**src/rtl/rrp_pkg.sv**
```systemverilog
// Shared types, constants and register indexes of the receive ring record parser.
// No dependencies; every other file in rtl imports this package.
package rrp_pkg;

  localparam int unsigned RRP_RING_SIZE     = 32768;
  localparam int unsigned RRP_POS_W         = 17;
  localparam int unsigned RRP_LEN_W         = 16;
  localparam int unsigned RRP_PTR_W         = 15;
  localparam int unsigned RRP_CNT_W         = 32;
  localparam int unsigned RRP_CFG_IDX_W     = 2;
  localparam int unsigned RRP_CFG_DATA_W    = 16;

  localparam logic [15:0] RRP_HDR_BYTES     = 16'd4;
  localparam logic [15:0] RRP_CRC_BYTES     = 16'd4;
  localparam logic [16:0] RRP_PAD_ROUND     = 17'd3;
  localparam logic [16:0] RRP_PTR_BACKOFF   = 17'd16;
  localparam logic [15:0] RRP_MAX_REC_RST   = 16'd8192;
  localparam logic [15:0] RRP_MAX_PAY_RST   = 16'd1600;

  localparam logic [RRP_CFG_IDX_W-1:0] REG_RX_ENABLE      = 2'd0;
  localparam logic [RRP_CFG_IDX_W-1:0] REG_MAX_RECORD_LEN = 2'd1;
  localparam logic [RRP_CFG_IDX_W-1:0] REG_MAX_PAYLOAD_LEN = 2'd2;

  typedef enum logic [1:0] {
    KIND_PAYLOAD = 2'd0,
    KIND_RECORD  = 2'd1,
    KIND_LEN_ERR = 2'd2
  } result_kind_e;

  typedef struct packed {
    logic                 rx_enable;
    logic [RRP_LEN_W-1:0] max_record_len;
    logic [RRP_LEN_W-1:0] max_payload_len;
  } cfg_t;

  typedef struct packed {
    result_kind_e         kind;
    logic [7:0]           payload_data;
    logic                 last_byte;
    logic [RRP_PTR_W-1:0] read_pointer;
    logic                 delivered;
    logic                 receive_error;
    logic [RRP_CNT_W-1:0] dropped_total;
    logic [RRP_CNT_W-1:0] delivered_total;
  } result_t;

endpackage

```
**src/rtl/rrp_cfg_regs.sv**
```systemverilog
// Configuration registers of the receive ring record parser.
// Depends on rrp_pkg for the register indexes and the cfg_t struct.
module rrp_cfg_regs (
  input  logic                                 clk_i,
  input  logic                                 rst_ni,
  input  logic                                 cfg_we_i,
  input  logic [rrp_pkg::RRP_CFG_IDX_W-1:0]    cfg_index_i,
  input  logic [rrp_pkg::RRP_CFG_DATA_W-1:0]   cfg_wdata_i,
  output rrp_pkg::cfg_t                        cfg_o
);
  import rrp_pkg::*;

  cfg_t cfg_q;

  always_ff @(posedge clk_i or negedge rst_ni) begin
    if (!rst_ni) begin
      cfg_q.rx_enable       <= 1'b1;
      cfg_q.max_record_len  <= RRP_MAX_REC_RST;
      cfg_q.max_payload_len <= RRP_MAX_PAY_RST;
    end else if (cfg_we_i) begin
      case (cfg_index_i)
        REG_RX_ENABLE:       cfg_q.rx_enable       <= cfg_wdata_i[0];
        REG_MAX_RECORD_LEN:  cfg_q.max_record_len  <= cfg_wdata_i;
        REG_MAX_PAYLOAD_LEN: cfg_q.max_payload_len <= cfg_wdata_i;
        default: ;
      endcase
    end
  end

  assign cfg_o = cfg_q;

endmodule

```
**src/rtl/rrp_step.sv**
```systemverilog
// Record state and per-byte parsing step of the receive ring record parser.
// Depends on rrp_pkg; the result it forms is captured by rrp_out_reg.
module rrp_step #(
  parameter int unsigned RING_SIZE = rrp_pkg::RRP_RING_SIZE
) (
  input  logic              clk_i,
  input  logic              rst_ni,
  input  rrp_pkg::cfg_t     cfg_i,
  input  logic              fire_i,
  input  logic [7:0]        byte_i,
  output logic              res_valid_o,
  output rrp_pkg::result_t  res_o
);
  import rrp_pkg::*;

  localparam int unsigned OFS_W = $clog2(RING_SIZE);

  logic [OFS_W-1:0]     offset_q, offset_d, offset_inc;
  logic [RRP_POS_W-1:0] pos_q, pos_d, pos_inc, len_ext, rec_size;
  logic [RRP_LEN_W-1:0] len_q, len_d, len_new;
  logic                 status_q, status_d;
  logic                 oversize_q, oversize_d;
  logic                 halted_q, halted_d;
  logic [RRP_CNT_W-1:0] drops_q, drops_d;
  logic [RRP_CNT_W-1:0] packets_q, packets_d;
  logic                 bad_len;
  logic                 use_next_ofs;
  logic [16:0]          ptr_src, ptr_wide;

  assign offset_inc = (offset_q == OFS_W'(RING_SIZE - 1)) ? '0 : offset_q + 1'b1;
  assign pos_inc    = pos_q + 1'b1;
  assign len_ext    = {1'b0, len_q};
  assign rec_size   = (len_ext + 17'(RRP_CRC_BYTES) + RRP_PAD_ROUND) & ~RRP_PAD_ROUND;
  assign len_new    = {byte_i, len_q[7:0]};
  assign bad_len    = (len_new < RRP_HDR_BYTES) || (len_new > cfg_i.max_record_len);

  assign ptr_src  = use_next_ofs ? 17'(offset_inc) : 17'(offset_q);
  assign ptr_wide = (ptr_src >= RRP_PTR_BACKOFF) ? ptr_src - RRP_PTR_BACKOFF
                                                 : ptr_src + 17'(RING_SIZE) - RRP_PTR_BACKOFF;

  always_comb begin
    offset_d     = offset_q;
    pos_d        = pos_q;
    len_d        = len_q;
    status_d     = status_q;
    oversize_d   = oversize_q;
    halted_d     = halted_q;
    drops_d      = drops_q;
    packets_d    = packets_q;
    use_next_ofs = 1'b0;
    res_valid_o  = 1'b0;
    res_o        = '0;
    res_o.kind   = KIND_PAYLOAD;

    if (fire_i && cfg_i.rx_enable && !halted_q) begin
      if (pos_q < 17'(RRP_HDR_BYTES)) begin
        offset_d = offset_inc;
        pos_d    = pos_inc;
        case (pos_q[1:0])
          2'd0: status_d = byte_i[0];
          2'd2: len_d = {8'h00, byte_i};
          2'd3: begin
            len_d = len_new;
            if (bad_len) begin
              offset_d              = offset_q;
              pos_d                 = pos_q;
              halted_d              = 1'b1;
              drops_d               = drops_q + 1'b1;
              res_valid_o           = 1'b1;
              res_o.kind            = KIND_LEN_ERR;
              res_o.read_pointer    = ptr_wide[RRP_PTR_W-1:0];
              res_o.dropped_total   = drops_q + 1'b1;
              res_o.delivered_total = packets_q;
            end else begin
              oversize_d = (len_new - RRP_HDR_BYTES) > cfg_i.max_payload_len;
            end
          end
          default: ;
        endcase
      end else begin
        offset_d = offset_inc;
        if (pos_q < len_ext) begin
          pos_d = pos_inc;
          if (!oversize_q) begin
            res_valid_o        = 1'b1;
            res_o.payload_data = byte_i;
            res_o.last_byte    = (pos_inc == len_ext);
          end
        end else if (pos_inc < rec_size) begin
          pos_d = pos_inc;
        end else begin
          use_next_ofs = 1'b1;
          drops_d      = drops_q + RRP_CNT_W'(oversize_q) + RRP_CNT_W'(!status_q);
          packets_d    = packets_q + RRP_CNT_W'(!oversize_q);
          pos_d        = '0;
          len_d        = '0;
          oversize_d   = 1'b0;
          status_d     = 1'b0;
          res_valid_o           = 1'b1;
          res_o.kind            = KIND_RECORD;
          res_o.read_pointer    = ptr_wide[RRP_PTR_W-1:0];
          res_o.delivered       = !oversize_q;
          res_o.receive_error   = !status_q;
          res_o.dropped_total   = drops_d;
          res_o.delivered_total = packets_d;
        end
      end
    end
  end

  always_ff @(posedge clk_i or negedge rst_ni) begin
    if (!rst_ni) begin
      offset_q   <= '0;
      pos_q      <= '0;
      len_q      <= '0;
      status_q   <= 1'b0;
      oversize_q <= 1'b0;
      halted_q   <= 1'b0;
      drops_q    <= '0;
      packets_q  <= '0;
    end else begin
      offset_q   <= offset_d;
      pos_q      <= pos_d;
      len_q      <= len_d;
      status_q   <= status_d;
      oversize_q <= oversize_d;
      halted_q   <= halted_d;
      drops_q    <= drops_d;
      packets_q  <= packets_d;
    end
  end

endmodule

```
**src/rtl/rrp_out_reg.sv**
```systemverilog
// Result register of the receive ring record parser, holding one beat for the sink.
// Depends on rrp_pkg for the result_t struct.
module rrp_out_reg (
  input  logic              clk_i,
  input  logic              rst_ni,
  input  logic              load_valid_i,
  input  rrp_pkg::result_t  load_data_i,
  output logic              can_load_o,
  output logic              out_valid_o,
  input  logic              out_ready_i,
  output rrp_pkg::result_t  out_data_o
);
  import rrp_pkg::*;

  logic    valid_q, valid_d;
  result_t data_q;

  assign can_load_o = !valid_q || out_ready_i;

  always_comb begin
    valid_d = valid_q;
    if (can_load_o) begin
      valid_d = load_valid_i;
    end
  end

  always_ff @(posedge clk_i or negedge rst_ni) begin
    if (!rst_ni) begin
      valid_q <= 1'b0;
    end else begin
      valid_q <= valid_d;
    end
  end

  always_ff @(posedge clk_i) begin
    if (can_load_o && load_valid_i) begin
      data_q <= load_data_i;
    end
  end

  assign out_valid_o = valid_q;
  assign out_data_o  = data_q;

endmodule

```
**src/rtl/rx_ring_record_parser.sv**
```systemverilog
// Top level of the receive ring record parser: input register, parsing step, result register.
// Depends on rrp_pkg, rrp_cfg_regs, rrp_step and rrp_out_reg.
//
//   Port group   Direction  Handshake                  Beat
//   in           sink       in_valid_i / in_ready_o    one ring byte
//   out          source     out_valid_o / out_ready_i  one payload byte, record report or length error report
//   cfg          sink       cfg_we_i                   one register write
//
// The parsing step handles each ring byte in turn; a byte enters each cycle unless the sink stalls.
// A byte sits in the input register, and the step runs when the result register can load.
// An accepted byte passes through the input register, and its result beat, if any, is held in the result register.
// Reset clears all record state and counters, and restores the register defaults.
// A stalled sink holds the result register and, through it, the input register.
module rx_ring_record_parser #(
  parameter int unsigned RING_SIZE = rrp_pkg::RRP_RING_SIZE
) (
  input  logic                                clk_i,
  input  logic                                rst_ni,
  input  logic                                in_valid_i,
  output logic                                in_ready_o,
  input  logic [7:0]                          ring_byte_i,
  output logic                                out_valid_o,
  input  logic                                out_ready_i,
  output logic [1:0]                          result_kind_o,
  output logic [7:0]                          payload_data_o,
  output logic                                last_byte_o,
  output logic [rrp_pkg::RRP_PTR_W-1:0]       read_pointer_o,
  output logic                                delivered_o,
  output logic                                receive_error_o,
  output logic [rrp_pkg::RRP_CNT_W-1:0]       dropped_total_o,
  output logic [rrp_pkg::RRP_CNT_W-1:0]       delivered_total_o,
  input  logic                                cfg_we_i,
  input  logic [rrp_pkg::RRP_CFG_IDX_W-1:0]   cfg_index_i,
  input  logic [rrp_pkg::RRP_CFG_DATA_W-1:0]  cfg_wdata_i
);
  import rrp_pkg::*;

  cfg_t       cfg;
  logic       in_valid_q, in_valid_d;
  logic [7:0] byte_q;
  logic       can_load;
  logic       step_go;
  logic       res_valid;
  result_t    res;
  result_t    out_data;

  assign step_go    = in_valid_q && can_load;
  assign in_ready_o = !in_valid_q || step_go;

  always_comb begin
    in_valid_d = in_valid_q;
    if (in_ready_o) begin
      in_valid_d = in_valid_i;
    end
  end

  always_ff @(posedge clk_i or negedge rst_ni) begin
    if (!rst_ni) begin
      in_valid_q <= 1'b0;
    end else begin
      in_valid_q <= in_valid_d;
    end
  end

  always_ff @(posedge clk_i) begin
    if (in_ready_o && in_valid_i) begin
      byte_q <= ring_byte_i;
    end
  end

  rrp_cfg_regs u_cfg (
    .clk_i       (clk_i),
    .rst_ni      (rst_ni),
    .cfg_we_i    (cfg_we_i),
    .cfg_index_i (cfg_index_i),
    .cfg_wdata_i (cfg_wdata_i),
    .cfg_o       (cfg)
  );

  rrp_step #(
    .RING_SIZE (RING_SIZE)
  ) u_step (
    .clk_i       (clk_i),
    .rst_ni      (rst_ni),
    .cfg_i       (cfg),
    .fire_i      (step_go),
    .byte_i      (byte_q),
    .res_valid_o (res_valid),
    .res_o       (res)
  );

  rrp_out_reg u_out (
    .clk_i        (clk_i),
    .rst_ni       (rst_ni),
    .load_valid_i (step_go && res_valid),
    .load_data_i  (res),
    .can_load_o   (can_load),
    .out_valid_o  (out_valid_o),
    .out_ready_i  (out_ready_i),
    .out_data_o   (out_data)
  );

  assign result_kind_o     = out_data.kind;
  assign payload_data_o    = out_data.payload_data;
  assign last_byte_o       = out_data.last_byte;
  assign read_pointer_o    = out_data.read_pointer;
  assign delivered_o       = out_data.delivered;
  assign receive_error_o   = out_data.receive_error;
  assign dropped_total_o   = out_data.dropped_total;
  assign delivered_total_o = out_data.delivered_total;

endmodule

```
**config.mk**
```make
export PLATFORM = sky130hd
export DESIGN_NAME = rx_ring_record_parser
export DESIGN_NICKNAME = d
export VERILOG_FILES = /design/src/rtl/rrp_pkg.sv /design/src/rtl/rrp_cfg_regs.sv /design/src/rtl/rrp_step.sv /design/src/rtl/rrp_out_reg.sv /design/src/rtl/rx_ring_record_parser.sv
export SDC_FILE = /design/constraint.sdc
export NUM_CORES = 1
export LEC_CHECK = 0
export BUFFER_PORTS_ARGS = -buffer_cell sky130_fd_sc_hd__buf_2
export CORE_MARGIN = 4
export CORE_UTILIZATION = 61
export DETAILED_ROUTE_END_ITERATION = 7
export MAX_ROUTING_LAYER = met4
export PLACE_DENSITY_LB_ADDON = 0.3
export SLEW_MARGIN = 20
export SYNTH_ARGS = -nofsm -noshare
export SYNTH_HDL_FRONTEND = slang
export SYNTH_SLANG_ARGS = --single-unit
```
**constraint.sdc**
```tcl
create_clock -name clk_i -period 11.1 [get_ports clk_i]
set_clock_uncertainty 0.15 [all_clocks]
set_input_delay 0.555 -clock clk_i [delete_from_list [all_inputs] [get_ports clk_i]]
set_output_delay 0.555 -clock clk_i [all_outputs]
set_load 0.1 [all_outputs]
```
---- Word-level counts from Yosys, hierarchy flattened ----
Cells that the tools add are included.
storage, ports and cells
  word-level logic and storage cells ...... 141
  bits of input ports ..................... 31
  register bits after elaboration ......... 250
  output and inout bits ................... 94
cells by class
  muxes and demuxes ....................... 50
  eq/ne operators ......................... 16
  add/sub/neg operators ................... 12
  bitwise operators ....................... 4
  order comparisons ....................... 7
  reductions and logical operators ........ 29
operator list
  kind                   count
  $mux 64                3
  $mux 81                2
  $mux 32                5
  $mux 15                9
  $add 32x1->32          3
  $mux 17                5
  $mux 16                3
  $add 32x1->32 const B  1
  $gt 16x16->1           2
  $pmux 16 s2            1
  $add 15x1->15 const B  2
  $sub 15x5->15 const B  2
  $mux 1                 18
  $add 16x3->17 const B  1
  $add 17x1->17 const B  1
  $add 17x2->17 const B  1
  $eq 17x16->1           1
  $ge 17x5->1 const B    1
  $lt 17x16->1           1
  $lt 17x17->1           1
  $lt 17x3->1 const B    1
  $lt 16x3->1 const B    1
  $reduce_and 4->1       4
  $sub 16x3->16 const B  1
  other kinds (15)       48

---- Longest topological paths before layout ----
  word-level depth ........................ 14
  gate-level depth with buffers ........... 26
  mapped depth without buffers ............ 22

---- Hierarchy ----
From an unflattened synthesis, not the netlist that was laid out.
unflattened totals
  cells, all modules ...................... 1505
  area, all modules ....................... 14689.1 µm²
by module, submodules not included
  module                 times used  area an instance (µm²)  cells an instance
  rrp_step               1           10217.3                 1324
  rrp_out_reg            1           2816.5                  96
  rrp_cfg_regs           1           1348.8                  71
  rx_ring_record_parser  1           306.5                   14

---- Worst setup path after synthesis ----
OpenSTA, ideal clock, no wires.
  kind .................................... register to register
  start point ............................. register u_step.len_q[3]
  end point ............................... register u_out.valid_q, in the netlist u_out.out_valid_o
  library setup time ...................... 0.093 ns
  buffers on the path ..................... 2
  required time ........................... 10.857 ns
  setup slack ............................. 2.842 ns
  period minus slack after synthesis ...... 8.258 ns
  cell stages (with the launch flop) ...... 15
  arrival ................................. 8.015 ns
  cells stage by stage .................... dfrtp_1 clkbuf_1 inv_1 or3b_2 clkbuf_1 or4_1 xnor2_1 ha_1 nand4_1 a211oi_1 a2111oi_2 nor2_1 o31ai_1 a21oi_1 or2_2
between the ends
  word-level cells in the longest chain between the ends .. 8
  elaborated cells on any way between the ends .. 14
RTL lines
  element                   RTL line                     RTL
  start: declaration        rrp_step.sv:20               logic [RRP_LEN_W-1:0] len_q, len_d, len_new;
  start signal: assignment  rrp_step.sv:124              len_q <= len_d;
  $add 16x3->17             rrp_step.sv:33               assign rec_size = (len_ext + 17'(RRP_CRC_BYTES) + RRP_PAD_ROUND) & ~RRP_PAD_ROUND;
  $add 17x2->17             rrp_step.sv:33
  $lt 17x17->1              rrp_step.sv:89               end else if (pos_inc < rec_size) begin
  $mux 1                    rrp_step.sv:89
  $mux 1                    rrp_step.sv:82               if (pos_q < len_ext) begin
  $mux 1 (*)                rrp_step.sv:56               if (pos_q < 17'(RRP_HDR_BYTES)) begin
  $mux 1 (*)                rrp_step.sv:55               if (fire_i && cfg_i.rx_enable && !halted_q) begin
  $logic_and 1x1->1 (*)     rx_ring_record_parser.sv:95  .load_valid_i (step_go && res_valid),
  end signal: assignment    rrp_out_reg.sv:31            valid_q <= valid_d;
  end: declaration          rrp_out_reg.sv:15            logic valid_q, valid_d;
Every way passes the cells marked *; elsewhere a longest branch is shown, timed or not.
A chain may end at the register's enable or synchronous reset.

---- Final worst setup path ----
  start point ............................. register u_step.len_q[3]
  end point ............................... register u_out.data_q, in the netlist u_out.out_data_o[77] (data pin)
between the ends
  word-level cells in the longest chain between the ends .. 14
  elaborated cells on any way between the ends .. 22
RTL lines
  element                             RTL line                        RTL
  $add 16x3->17                       rrp_step.sv:33
  $add 17x2->17                       rrp_step.sv:33
  $lt 17x17->1                        rrp_step.sv:89
  $mux 1                              rrp_step.sv:89
  $mux 1                              rrp_step.sv:82
  $mux 1                              rrp_step.sv:56
  $mux 1                              rrp_step.sv:55
  $mux 15                             rrp_step.sv:37                  assign ptr_src = use_next_ofs ? 17'(offset_inc) : 17'(offset_q);
  $add 15x1->15                       rrp_step.sv:39                  : ptr_src + 17'(RING_SIZE) - RRP_PTR_BACKOFF;
  $sub 15x5->15                       rrp_step.sv:39
  $mux 15                             rrp_step.sv:38                  assign ptr_wide = (ptr_src >= RRP_PTR_BACKOFF) ? ptr_src - RRP_PTR_BACKOFF
  $mux 81 or $mux 15 (tied branches)  rrp_step.sv:89, rrp_step.sv:64
  $mux 81 or $mux 15 (tied branches)  rrp_step.sv:82, rrp_step.sv:59
  $mux 15 (*)                         rrp_step.sv:56
  end signal: assignment              rrp_out_reg.sv:37               data_q <= load_data_i;
  end: declaration                    rrp_out_reg.sv:16               result_t data_q;
Marks and branches as above.

==> flow_summary.json <==
{
  "cts_resized": 0,
  "outcome": "finished, final reports clean",
  "postSynthRegisterBits": 250,
  "dp.final_hpwl_um": 24400,
  "grt_pass1_wl_um": 57800,
  "ys_async_sr_fraction": 0.600,
  "post-cts-setup-buffers": 0,
  "overflow": 0,
  "power_density_nw_per_um2": 128,
  "synth.lib_cells_used.distinct": 77,
  "layout_cell_share_with_drive_strength_beyond_1": 0.157,
  "finalCriticalPeriod_ns": 5.58,
  "antenna_cells_inserted": 0,
  "p_total_w": 0.00209,
  "min_from": "ring_byte_i[0]",
  "syn_to_final_growth_pct": 12.6,
  "grt_pass1_vias": 11300,
  "worst_ep_required_time_ns": 11.22,
  "clockRootBuffer": "sky130_fd_sc_hd__clkbuf_16",
  "vias": 11700,
  "worst_setup_path_start_kind": "flop",
  "synthesis.nets": 1589,
  "rsz0062_at_grt": "false",
  "synth_cells": 1483,
  "worstReg2RegEnd": "u_out.out_data_o[77]$_SDFFCE_PN0P_",
  "rr_worst_depth": 14,
  "critPathMaxFanout": 61,
  "share_of_the_cycle_needed_by_the_critical_path_after_routing": 0.502,
  "synth.cell_area_um2": 14500,
  "worstSetupPathType": "reg2reg",
  "fp-row-count": 56,
  "setup-violations-final": 0,
  "multi_input_area_um2": 7200,
  "cts_tree": "done",
  "antenna_left": 0,
  "drt_iter0_drc": 993,
  "worst_ep_arrival_time_ns": 5.70,
  "maxClockFrequency_ghz": 0.179,
  "cts.reportedPaths.clkPinSlew_ns": 0.06,
  "min_path_type": "in2reg",
  "synth.yosys.warnings": 0,
  "post_synth.cell_area_avg_um2": 9.77,
  "core_region_area_um2": 23400,
  "clock_tree.buffer_depth": 3,
  "rr_startpoint": "u_step.len_q[3]$_DFFE_PN0P_",
  "num_io_pins": 125,
  "route.detailed.wl_per_inst_um": 18.3,
  "synth_enable_flop_cells": 100,
  "layout.nets": 1686,
  "avgViaCountPerCell": 6.08,
  "detail_route.first_pass.iterations": 5,
  "grt_max_degree": 86,
  "setup.reg_to_reg.worst_slack_ns": 5.52,
  "timing.final.hold_violations": 0,
  "design.die.area_um2": 26300,
  "end_kind": "flop",
  "routed_wirelength_um": 35200,
  "groute.usage.overall": 0.276,
  "worst_slew_pin_slew_ns": 1.04,
  "antenna_found_initial": 0,
  "cts.htree.levels": 1,
  "hold_path_depth": 1,
  "clock_sink_count": 250,
  "die_w_um": 162,
  "irDropWorstVdd_mv": 0.154,
  "remaining_design_rule_violation_count": 0,
  "effective_utilization_at_floorplan": 0.619,
  "ys_dominant_reg_cell": "sky130_fd_sc_hd__dfrtp_1",
  "finalWeightedCongestion": 0.947,
  "holdPathEnd": "byte_q[0]$_DFFE_PP_",
  "max-cap-violations": 0,
  "final-max-slew-violation-count": 0,
  "post_cts_hold_buffer_count": 1,
  "clock_latency_ns": 0.54,
  "cts_inserted_buffers": 27,
  "buffer_ports.inserted": 124,
  "filler_cell_count": 1825,
  "synth.yosys.seq_area_share": 0.467,
  "final.setup.tns_ns": 0,
  "die_h_um": 162,
  "cellLeakagePower_nw": 6.47,
  "slew-limit-headroom": 0.306,
  "layout.area.seq_um2": 6760
}
-- worst max-delay path, stage by stage, from the launching register on --
cell and delay, ns:
sky130_fd_sc_hd__dfrtp_1 0.53, sky130_fd_sc_hd__inv_1 0.20, sky130_fd_sc_hd__or3b_2 0.57, sky130_fd_sc_hd__or4_1 0.45
sky130_fd_sc_hd__xnor2_1 0.15, sky130_fd_sc_hd__ha_1 0.29, sky130_fd_sc_hd__nand4_1 0.14, sky130_fd_sc_hd__a211oi_1 0.37
sky130_fd_sc_hd__a2111o_1 0.40, sky130_fd_sc_hd__nand2_4 0.43, sky130_fd_sc_hd__inv_4 0.61, sky130_fd_sc_hd__o21ai_0 0.26
sky130_fd_sc_hd__a211oi_2 0.44, sky130_fd_sc_hd__and3_1 0.23, sky130_fd_sc_hd__nor3_1 0.06
-- report_power, final --
part | internal [W] | switching, W | leakage [nW]
clock | 0.000596 | 0.000370 | 0.471
sequential | 0.000985 | 0.0000185 | 2.66
combinational | 0.0000546 | 0.0000646 | 3.34
total | 0.00164 | 0.000453 | 6.47
-- final cells by class --
class	count	share of cell area
clock buffer	36	0.0466
tap	319	0.0245
timing repair buffer	134	0.0432
sequential	250	0.415
clock inverter	13	0.0120
multi-input combinational	1090	0.441
inverter	77	0.0179
-- metal layers --
metal	vias up	global-route usage	wire, um
met2	443	0.437	16600
met1	5622	0.378	15200
li1	5545	-	-
met4	0	0.0696	742
met5	-	-	0
met3	61	0.0426	2530
-- cells in the mapped netlist, types with 6 or more instances --
| master | n | area (um^2) |
|---|---|---|
| sky130_fd_sc_hd__dfrtp_1 | 145 | 3630 |
| sky130_fd_sc_hd__nand2_1 | 132 | 495 |
| sky130_fd_sc_hd__nor2_1 | 126 | 473 |
| sky130_fd_sc_hd__o21ai_0 | 121 | 606 |
| sky130_fd_sc_hd__edfxtp_1 | 100 | 3000 |
| sky130_fd_sc_hd__xnor2_1 | 87 | 762 |
| sky130_fd_sc_hd__ha_1 | 74 | 926 |
| sky130_fd_sc_hd__inv_1 | 74 | 278 |
| sky130_fd_sc_hd__nand3_1 | 74 | 370 |
| sky130_fd_sc_hd__a21oi_1 | 54 | 270 |
| sky130_fd_sc_hd__clkbuf_1 | 42 | 158 |
| sky130_fd_sc_hd__xor2_1 | 37 | 324 |
| sky130_fd_sc_hd__mux2_2 | 34 | 383 |
| sky130_fd_sc_hd__nor3_1 | 33 | 165 |
| sky130_fd_sc_hd__nand4_1 | 31 | 194 |
| sky130_fd_sc_hd__o31ai_1 | 31 | 233 |
| sky130_fd_sc_hd__and3_1 | 25 | 156 |
| sky130_fd_sc_hd__a31oi_1 | 21 | 131 |
| sky130_fd_sc_hd__a21o_1 | 20 | 150 |
| sky130_fd_sc_hd__and2_1 | 20 | 125 |
| sky130_fd_sc_hd__buf_2 | 19 | 95.1 |
| sky130_fd_sc_hd__o211ai_1 | 14 | 105 |
| sky130_fd_sc_hd__nor4_1 | 12 | 75.1 |
| sky130_fd_sc_hd__nor2b_1 | 11 | 68.8 |
| sky130_fd_sc_hd__o22ai_1 | 10 | 62.6 |
| sky130_fd_sc_hd__or3_1 | 9 | 56.3 |
| sky130_fd_sc_hd__and4_1 | 7 | 61.3 |
| sky130_fd_sc_hd__a211oi_1 | 6 | 45.0 |
| sky130_fd_sc_hd__or2_2 | 6 | 37.5 |
-- cell usage in the layout (no fill, tap or decap), types with 5 or more instances in the layout --
master / n
sky130_fd_sc_hd__a31oi_1: 21
sky130_fd_sc_hd__clkbuf_1: 5
sky130_fd_sc_hd__a21oi_1: 53
sky130_fd_sc_hd__nor2b_1: 11
sky130_fd_sc_hd__nand2_1: 132
sky130_fd_sc_hd__clkbuf_16: 28
sky130_fd_sc_hd__buf_4: 9
sky130_fd_sc_hd__o31ai_1: 31
sky130_fd_sc_hd__and4_1: 7
sky130_fd_sc_hd__nand4_1: 31
sky130_fd_sc_hd__bufinv_16: 5
sky130_fd_sc_hd__o211ai_1: 14
sky130_fd_sc_hd__o21ai_0: 121
sky130_fd_sc_hd__a21o_1: 20
sky130_fd_sc_hd__xnor2_1: 87
sky130_fd_sc_hd__clkinv_2: 6
sky130_fd_sc_hd__or3_1: 9
sky130_fd_sc_hd__a211oi_1: 5
sky130_fd_sc_hd__dfstp_2: 5
sky130_fd_sc_hd__nand2b_1: 5
sky130_fd_sc_hd__edfxtp_1: 100
sky130_fd_sc_hd__or2_2: 6
sky130_fd_sc_hd__nor3_1: 31
sky130_fd_sc_hd__o21a_1: 5
sky130_fd_sc_hd__o22ai_1: 10
sky130_fd_sc_hd__and3_1: 25
sky130_fd_sc_hd__and2_1: 20
sky130_fd_sc_hd__ha_1: 74
sky130_fd_sc_hd__mux2_2: 34
sky130_fd_sc_hd__mux2i_1: 5
sky130_fd_sc_hd__a22oi_1: 5
sky130_fd_sc_hd__nor4_1: 12
sky130_fd_sc_hd__inv_1: 74
sky130_fd_sc_hd__nor2_1: 126
sky130_fd_sc_hd__nand3_1: 74
sky130_fd_sc_hd__dfrtp_1: 145
sky130_fd_sc_hd__nor3b_1: 5
sky130_fd_sc_hd__xor2_1: 37
sky130_fd_sc_hd__buf_2: 123
-- stage by stage --
| step | utilization | hold WS, ns | cells | cell area, um^2 | setup slack, ns |
|---|---|---|---|---|---|
| 4_1_cts | 0.697 | 0.0310 | 1919 | 16300 | 5.60 |
| 3_3_place_gp | 0.656 | 0.328 | 1869 | 15300 | 5.75 |
| 2_1_floorplan | - | 0.109 | 1483 | 14500 | 2.84 |
| 5_1_grt | 0.697 | 0.0329 | 1919 | 16300 | 5.11 |
| 3_5_place_dp | 0.656 | 0.344 | 1869 | 15300 | 5.62 |
| 6_report | 0.697 | 0.0545 | 1919 | 16300 | 5.52 |
-- worst max-delay path by stage --
stage	start	to	slack, ns	cells past startpoint
floorplan	u_step.len_q[3]$_DFFE_PN0P_	u_out.out_valid_o$_DFFE_PN0P_	2.84	14
global placement	u_step.len_q[3]$_DFFE_PN0P_	u_out.out_data_o[79]$_SDFFCE_PN0P_	5.75	14
detailed placement	u_step.len_q[3]$_DFFE_PN0P_	u_out.out_data_o[77]$_SDFFCE_PN0P_	5.62	14
CTS	u_step.len_q[3]$_DFFE_PN0P_	u_out.out_data_o[77]$_SDFFCE_PN0P_	5.60	14
global route	u_step.pos_q[1]$_DFFE_PN0P_	u_out.out_data_o[74]$_SDFFCE_PN0P_	5.11	20
finish	u_step.len_q[3]$_DFFE_PN0P_	u_out.out_data_o[77]$_SDFFCE_PN0P_	5.52	14
-- logic make-up after synthesis --
family	count (synthesis)	share of synthesized area
and+or+nand+nor	515	0.175
AOI/OAI and AO/OA	337	0.150
DFF	250	0.467
buffers and inverters	143	0.0389
xor gates and xnor gates	124	0.0750
adders and majority gates	75	0.0653
muxes	39	0.0299
-- sequential cells by signal, indices dropped and copies added (netlist names) --
| register | cells |
|---|---|
| u_step.halted_q | 1 |
| u_step.oversize_q | 1 |
| u_step.pos_q | 17 |
| u_out.out_data_o | 92 |
| u_step.len_q | 16 |
| u_cfg.cfg_o | 33 |
| u_step.status_q | 1 |
| byte_q | 8 |
| u_step.offset_q | 15 |
| in_valid_q | 1 |
| u_step.packets_q | 32 |
| u_out.out_valid_o | 1 |
| u_step.drops_q | 32 |
Note: power is estimated with default switching activity, not from simulation.
